**src/rtl/core/tsp_pkg.sv**
```systemverilog
// Types and constants of the TLV stream parser.
// No dependencies; imported by every module of the block.
package tsp_pkg;

	localparam logic [12:0] MAX_ENTRY_CAP = 13'd4096;

	localparam int QUEUE_DEPTH = 4;
	localparam int QPTR_W      = $clog2(QUEUE_DEPTH);
	localparam int QCNT_W      = $clog2(QUEUE_DEPTH + 1);

	localparam logic [2:0] REG_TAG_SIZE    = 3'd0;
	localparam logic [2:0] REG_LENGTH_SIZE = 3'd1;
	localparam logic [2:0] REG_PAD_ENABLE  = 3'd2;
	localparam logic [2:0] REG_END_ENABLE  = 3'd3;
	localparam logic [2:0] REG_PAD_TAG     = 3'd4;
	localparam logic [2:0] REG_END_TAG     = 3'd5;
	localparam logic [2:0] REG_MAX_ENTRIES = 3'd6;

	localparam logic [1:0] KIND_BYTE   = 2'd0;
	localparam logic [1:0] KIND_EMPTY  = 2'd1;
	localparam logic [1:0] KIND_STATUS = 2'd2;

	localparam logic [1:0] ST_OK        = 2'd0;
	localparam logic [1:0] ST_TRUNCATED = 2'd1;
	localparam logic [1:0] ST_TOO_MANY  = 2'd2;

	localparam logic [1:0] SIZE_ONE = 2'd0;
	localparam logic [1:0] SIZE_TWO = 2'd1;

	localparam logic CMD_BYTE  = 1'b0;
	localparam logic CMD_CLEAR = 1'b1;

	typedef enum logic [3:0] {
		PH_TAG  = 4'b0001,
		PH_LEN  = 4'b0010,
		PH_PAY  = 4'b0100,
		PH_SKIP = 4'b1000
	} phase_t;

	typedef struct packed {
		logic       cmd;
		logic [7:0] in_byte;
		logic       msg_last;
	} req_t;

	typedef struct packed {
		logic [1:0]  kind;
		logic [31:0] entry_tag;
		logic [31:0] entry_length;
		logic [7:0]  payload_byte;
		logic        entry_byte_last;
		logic [11:0] entry_number;
		logic [1:0]  status;
		logic        run_last;
	} rsp_t;

	typedef struct packed {
		logic [1:0] count;
		rsp_t       first;
		rsp_t       second;
	} push_t;

endpackage

```
**src/rtl/core/tsp_out_fifo.sv**
```systemverilog
// Result queue of the TLV stream parser: takes up to two results a cycle.
// Depends on tsp_pkg.
module tsp_out_fifo
	import tsp_pkg::*;
(
	input  logic  clk,
	input  logic  arst_n,
	input  push_t push,
	output logic  room,
	output logic  rsp_valid,
	input  logic  rsp_stall,
	output rsp_t  rsp_data
);

	rsp_t              mem_q [QUEUE_DEPTH];
	logic [QPTR_W-1:0] wr_q;
	logic [QPTR_W-1:0] rd_q;
	logic [QCNT_W-1:0] cnt_q;
	logic              pop;
	logic [QPTR_W-1:0] wr_nxt;

	assign rsp_valid = (cnt_q != '0);
	assign rsp_data  = mem_q[rd_q];
	assign pop       = rsp_valid && !rsp_stall;
	assign room      = (cnt_q <= QCNT_W'(QUEUE_DEPTH - 2));
	assign wr_nxt    = wr_q + QPTR_W'(1);

	always_ff @(posedge clk) begin
		if (push.count != 2'd0) begin
			mem_q[wr_q] <= push.first;
		end
		if (push.count == 2'd2) begin
			mem_q[wr_nxt] <= push.second;
		end
	end

	always_ff @(posedge clk or negedge arst_n) begin
		if (!arst_n) begin
			wr_q  <= '0;
			rd_q  <= '0;
			cnt_q <= '0;
		end else begin
			wr_q  <= wr_q + QPTR_W'(push.count);
			rd_q  <= rd_q + QPTR_W'(pop);
			cnt_q <= cnt_q + QCNT_W'(push.count) - QCNT_W'(pop);
		end
	end

endmodule

```
**src/rtl/core/tlv_stream_parser.sv**
```systemverilog
// A result is written into the result queue and offered from there.
// Throughput: one request per cycle; a request can give two results, and the
// four-entry result queue stalls requests while it holds more than two.
// Reset clears the header state, entry count, error and queue, and sets the registers to their defaults.
// Depends on tsp_pkg and tsp_out_fifo.
module tlv_stream_parser
	import tsp_pkg::*;
(
	input  logic        clk,
	input  logic        arst_n,
	input  logic        req_valid,
	output logic        req_stall,
	input  req_t        req_data,
	output logic        rsp_valid,
	input  logic        rsp_stall,
	output rsp_t        rsp_data,
	input  logic        cfg_we,
	input  logic [2:0]  cfg_index,
	input  logic [12:0] cfg_data
);

	logic [1:0]  tag_size_q, length_size_q;
	logic        pad_enable_q, end_enable_q;
	logic [7:0]  pad_tag_q, end_tag_q;
	logic [12:0] max_entries_q;

	phase_t      phase_q, phase_d;
	logic [1:0]  fbc_q, fbc_d;
	logic [31:0] hdr_q, hdr_d;
	logic [31:0] tag_q, tag_d;
	logic [31:0] rem_q, rem_d;
	logic [12:0] cnt_q, cnt_d;
	logic [1:0]  err_q, err_d;

	logic        accept, room;
	logic [1:0]  size_code;
	logic [2:0]  need, cnt3;
	logic        field_done;
	logic [31:0] hdr_new, rem_dec;
	logic [12:0] cap;
	logic [1:0]  st;
	push_t       push;

	assign req_stall = !room;
	assign accept    = req_valid && room;

	always_ff @(posedge clk or negedge arst_n) begin
		if (!arst_n) begin
			tag_size_q    <= SIZE_ONE;
			length_size_q <= SIZE_ONE;
			pad_enable_q  <= 1'b0;
			end_enable_q  <= 1'b0;
			pad_tag_q     <= 8'd0;
			end_tag_q     <= 8'd255;
			max_entries_q <= 13'd4096;
		end else if (cfg_we) begin
			case (cfg_index)
				REG_TAG_SIZE:    tag_size_q    <= cfg_data[1:0];
				REG_LENGTH_SIZE: length_size_q <= cfg_data[1:0];
				REG_PAD_ENABLE:  pad_enable_q  <= cfg_data[0];
				REG_END_ENABLE:  end_enable_q  <= cfg_data[0];
				REG_PAD_TAG:     pad_tag_q     <= cfg_data[7:0];
				REG_END_TAG:     end_tag_q     <= cfg_data[7:0];
				REG_MAX_ENTRIES: max_entries_q <= cfg_data;
				default: ;
			endcase
		end
	end

	assign size_code  = (phase_q == PH_TAG) ? tag_size_q : length_size_q;
	assign need       = (size_code == SIZE_ONE) ? 3'd1 : (size_code == SIZE_TWO) ? 3'd2 : 3'd4;
	assign cnt3       = {1'b0, fbc_q} + 3'd1;
	assign field_done = (cnt3 >= need);
	assign hdr_new    = (fbc_q == 2'd0) ? {24'd0, req_data.in_byte}
	                                    : {hdr_q[23:0], req_data.in_byte};
	assign rem_dec    = rem_q - 32'd1;
	assign cap        = (max_entries_q > MAX_ENTRY_CAP) ? MAX_ENTRY_CAP : max_entries_q;

	always_comb begin
		phase_d = phase_q;
		fbc_d   = fbc_q;
		hdr_d   = hdr_q;
		tag_d   = tag_q;
		rem_d   = rem_q;
		cnt_d   = cnt_q;
		err_d   = err_q;
		st      = ST_OK;
		push    = '0;
		if (req_data.cmd == CMD_CLEAR) begin
			cnt_d = '0;
		end else begin
			case (phase_q)
				PH_TAG, PH_LEN: begin
					hdr_d = hdr_new;
					if (!field_done) begin
						fbc_d = cnt3[1:0];
					end else begin
						fbc_d = 2'd0;
						if (phase_q == PH_TAG) begin
							tag_d = hdr_new;
							if (pad_enable_q && hdr_new == {24'd0, pad_tag_q}) begin
								phase_d = PH_TAG;
							end else if (end_enable_q && hdr_new == {24'd0, end_tag_q}) begin
								phase_d = PH_SKIP;
							end else begin
								phase_d = PH_LEN;
							end
						end else if (cnt_q >= cap) begin
							err_d   = ST_TOO_MANY;
							phase_d = PH_SKIP;
						end else if (hdr_new == 32'd0) begin
							push.count              = 2'd1;
							push.first.kind         = KIND_EMPTY;
							push.first.entry_tag    = tag_q;
							push.first.entry_number = cnt_q[11:0];
							cnt_d                   = cnt_q + 13'd1;
							phase_d                 = PH_TAG;
						end else begin
							rem_d   = hdr_new;
							phase_d = PH_PAY;
						end
					end
				end
				PH_PAY: begin
					rem_d                      = rem_dec;
					push.count                 = 2'd1;
					push.first.kind            = KIND_BYTE;
					push.first.entry_tag       = tag_q;
					push.first.entry_length    = hdr_q;
					push.first.payload_byte    = req_data.in_byte;
					push.first.entry_byte_last = (rem_dec == 32'd0);
					push.first.entry_number    = cnt_q[11:0];
					if (rem_dec == 32'd0) begin
						cnt_d   = cnt_q + 13'd1;
						phase_d = PH_TAG;
					end
				end
				default: ;
			endcase
			if (req_data.msg_last) begin
				if (err_d != ST_OK) begin
					st = err_d;
				end else if (phase_d == PH_SKIP) begin
					st = ST_OK;
				end else if (phase_d == PH_TAG && fbc_d == 2'd0) begin
					st = ST_OK;
				end else begin
					st = ST_TRUNCATED;
				end
				if (push.count == 2'd1) begin
					push.count          = 2'd2;
					push.second.kind    = KIND_STATUS;
					push.second.status  = st;
					push.second.run_last = 1'b1;
				end else begin
					push.count          = 2'd1;
					push.first.kind     = KIND_STATUS;
					push.first.status   = st;
					push.first.run_last = 1'b1;
				end
				phase_d = PH_TAG;
				fbc_d   = 2'd0;
				rem_d   = 32'd0;
				err_d   = ST_OK;
			end else if (push.count == 2'd1) begin
				push.first.run_last = 1'b1;
			end
		end
		if (!accept) begin
			push.count = 2'd0;
		end
	end

	always_ff @(posedge clk or negedge arst_n) begin
		if (!arst_n) begin
			phase_q <= PH_TAG;
			fbc_q   <= '0;
			hdr_q   <= '0;
			tag_q   <= '0;
			rem_q   <= '0;
			cnt_q   <= '0;
			err_q   <= '0;
		end else if (accept) begin
			phase_q <= phase_d;
			fbc_q   <= fbc_d;
			hdr_q   <= hdr_d;
			tag_q   <= tag_d;
			rem_q   <= rem_d;
			cnt_q   <= cnt_d;
			err_q   <= err_d;
		end
	end

	tsp_out_fifo u_out_fifo (
		.clk       (clk),
		.arst_n    (arst_n),
		.push      (push),
		.room      (room),
		.rsp_valid (rsp_valid),
		.rsp_stall (rsp_stall),
		.rsp_data  (rsp_data)
	);

endmodule

```
**config.mk**
```make
export PLATFORM = sky130hd
export DESIGN_NAME = tlv_stream_parser
export DESIGN_NICKNAME = d
export VERILOG_FILES = /design/src/rtl/core/tsp_pkg.sv /design/src/rtl/core/tsp_out_fifo.sv /design/src/rtl/core/tlv_stream_parser.sv
export SDC_FILE = /design/constraint.sdc
export NUM_CORES = 1
export LEC_CHECK = 0
export BUFFER_PORTS_ARGS = -buffer_cell sky130_fd_sc_hd__buf_4
export CAP_MARGIN = 15
export CORE_UTILIZATION = 55
export CTS_BUF_LIST = sky130_fd_sc_hd__clkbuf_16
export DETAILED_ROUTE_END_ITERATION = 12
export PLACE_DENSITY = 0.74
export RECOVER_POWER = 50
export SYNTH_ARGS = -nofsm -noshare
export SYNTH_HDL_FRONTEND = slang
export SYNTH_SLANG_ARGS = --single-unit
```
**constraint.sdc**
```tcl
create_clock -name clk -period 4.45 [get_ports clk]
set_input_delay 1.1125 -clock clk [delete_from_list [all_inputs] [get_ports clk]]
set_output_delay 1.1125 -clock clk [all_outputs]
set_load 0.01 [all_outputs]
```
==> run metrics <==
clock-pin slew on the worst setup and hold paths 60 ps; ant diodes 0; Final min period 4190 ps; Skew-Pair Late Insertion Delay 620 ps; Synth Area in Adders 0.0163; largest net degree at the start of global routing 85; Starting Density 0.556; CP arrival 4540 ps; H-tree Lvls 2; critical path depth in cells 19; final WL 64.2 mm; synth unique cells 72; relative slew slack -0.518; Post-Synth XOR/XNOR Area 0.0119; hold_ws 467 ps; Peak VDD IR 0.368 mV; CTS tree built; Net Count, Synth 2,400; share of cells above drive strength 1 0.183; average cell area after synthesis 9.71 µm²; vias 18,800; die span in x 205 µm; Worst Hold Depth 2; status finished, violations left; synthesis-to-layout area growth 14.6%; post-synthesis sequential area ratio 0.500; most numerous cell in the Yosys netlist o21ai_0; Final period util 0.942; Fmax 239 MHz; initial antenna violation count 1; CP Cell Sequence nor2b_2 -> and2_4 -> mux2i_4 -> and2_1 -> ha_1 -> nand2b_1 -> a21o_1 -> a21o_1 -> nand3_1 -> o31a_1 -> inv_1 -> ha_1 -> nand2_1 -> nor2_1 -> buf_4 -> and3_1 -> a32oi_2 -> nand2b_1 -> o21ai_1; gr usage total 0.302; Simple-Gate Fraction of Synth Area 0.175; Nets 2,444; Die H 205 µm; Pleak 9.88 nW; main combinational cell family by area after synthesis simple AND/OR/NAND/NOR gates; Post-synth EDFFs 16; Warnings, synthesis 0; Min-Delay Path Class flip-flop to flip-flop; dominant cells by area after synthesis dfxtp_1, dfrtp_1, o21ai_0; Worst Skew 16.4 ps; routed vias/inst 6.34; gr ovfl total 0; CP startpoint kind flip-flop; number of buffers on the longest clock path 3; Fin. Hold Viols 0; DRC marker count from the first detailed-route iteration 1,997; post-layout util 0.637; Least-Margin Pin Slew 2280 ps; Register-to-Register Path Depth 19; DRC errors left 0; Critical Path Slowest Stage Cell dfstp_2; post-synthesis compound-gate area fraction 0.143; Port Buffers 122; first drt pass iteration count 6; routed len/inst 21.7 µm; post-route ant nets 0; Setup CP Type flip-flop to flip-flop; max_cap viols 2; core footprint 0.0408 mm²; # setup viols final 0; total CTS buffers 52; fin. max-slew vios 133; ys async rst share 0.306; Synth Cell Area 0.0227 mm²; Buf/Inv on CP 2; Synth Instances 2,340; FF+latch count, synth 519; top cell type's share of synthesized area 0.303; critical path peak fanout 6; first-pass GRT wire length 99.1 mm; gpl congestion 0.942; hold_buf cts 0; HPWL after DPL 42.3 mm; Synth top cells by count o21ai_0, nand3_1, dfxtp_1; FP Rows 74; violated checks max-capacitance violations, max-slew violations; Power Total 12.7 mW; vias in the first global route 17,600; mux cell area share after synthesis 0.116; critical path required time 4800 ps; cell family with most CP delay simple AND/OR/NAND/NOR gates; power per cell area 486 mW/mm²; root buffer cell clkbuf_16; largest area contributor in the netlist dfxtp_1; slowest stage delay, CP 580 ps; Top-Level Pins 123; Synth Flop Type dfxtp_1; CP Capture Type flip-flop; CTS sink cnt 519; die area 0.0421 mm²
[final timing paths]
path,from,endpoint,slack [ps]
max in group asynchronous,arst_n,u_out_fifo.rd_q[1]$_DFF_PN0_,1960
worst min register to register,u_out_fifo.mem_q[3][84]$_SDFFE_PP0P_,u_out_fifo.mem_q[3][84]$_SDFFE_PP0P_,470
worst max register to register,phase_q[0]$_DFFE_PN1P_,u_out_fifo.mem_q[0][1]$_DFFE_PP_,260
worst max-delay path,phase_q[0]$_DFFE_PN1P_,u_out_fifo.mem_q[0][1]$_DFFE_PP_,260
worst min-delay path,u_out_fifo.mem_q[3][84]$_SDFFE_PP0P_,u_out_fifo.mem_q[3][84]$_SDFFE_PP0P_,470
min in group asynchronous,arst_n,rem_q[9]$_DFFE_PN0P_,1070
[cells by family after synthesis]
family	count (synthesis)
AND/OR/NAND/NOR	799
AO/OA/AOI/OAI	596
flip-flops	519
buffers and inverters	221
multiplexers	145
XOR/XNOR	31
adder cells (fa/ha/maj)	29
[layer usage]
layer / global-route usage / share of wire / vias up
met2: 0.471 / 0.47 / 779
li1: - / - / 8616
met4: 0.111 / 0.029 / 0
met1: 0.426 / 0.43 / 9243
met3: 0.0500 / 0.074 / 124
met5: 0 / 0 / -
[state kept, by name, indices dropped and copies added (netlist names), 4 cells and up]
| register | count |
|---|---|
| cnt_q | 13 |
| end_tag_q | 8 |
| hdr_q | 32 |
| max_entries_q | 13 |
| pad_tag_q | 8 |
| phase_q | 4 |
| rem_q | 32 |
| tag_q | 32 |
| u_out_fifo.mem_q | 360 |
[worst reg2reg max path, stage by stage, from the launching register on]
cell	delay (ps)
dfstp_2	580
nor2b_2	210
and2_4	210
mux2i_4	250
and2_1	150
ha_1	220
nand2b_1	140
a21o_1	190
a21o_1	240
nand3_1	130
o31a_1	240
inv_1	90
ha_1	240
nand2_1	140
nor2_1	60
buf_4	190
and3_1	230
a32oi_2	250
nand2b_1	130
o21ai_1	60
[power breakdown]
part	switching, mW	internal (mW)	total, mW
sequential	0.520	5.05	5.57
combinational	1.74	1.20	2.94
clock	1.89	2.26	4.15
total	4.15	8.51	12.7
[final cells by class]
| type | count | area (µm²) |
|---|---|---|
| inverter | 23 | 86.3 |
| sequential | 519 | 11400 |
| tap | 532 | 666 |
| timing repair buffer | 188 | 1640 |
| multi-input combinational | 1600 | 10700 |
| fill | 3224 | 14800 |
| clock inverter | 46 | 295 |
| clock buffer | 52 | 1300 |
[placed cells by master (no fill, tap or decap), types with 21 or more instances in the layout]
cell type,count
mux4_2,90
nand2_1,215
nor2_1,59
nor4_1,21
dfrtp_1,147
nand3_1,362
buf_4,158
inv_1,37
a21oi_1,47
o21ai_0,462
clkbuf_16,53
ha_1,28
mux2_2,52
dfxtp_1,344
[through the flow]
| step | setup WS (ps) | instances | area, µm² | TNS [ps] |
|---|---|---|---|---|
| finish | 259 | 2960 | 26000 | 0 |
| global route | -29.2 | 2960 | 26000 | -32.4 |
| CTS | 79.5 | 2957 | 25900 | 0 |
| detailed placement | -13.8 | 2859 | 24300 | -92.9 |
| global placement | 176 | 2859 | 24300 | 0 |
| floorplan | 167 | 2340 | 22700 | 0 |
[timing repair]
| action | in CTS | in global routing |
|---|---|---|
| gates resized for setup | 2 | 14 |
| buffers inserted | 0 | 2 |
| hold endpoints to repair | 0 | 0 |
| endpoints found under the setup margin | 100 | 366 |
| gates cloned | 0 | 1 |
| pin swaps | 0 | 1 |
Note: power is estimated with default switching activity, not from simulation.
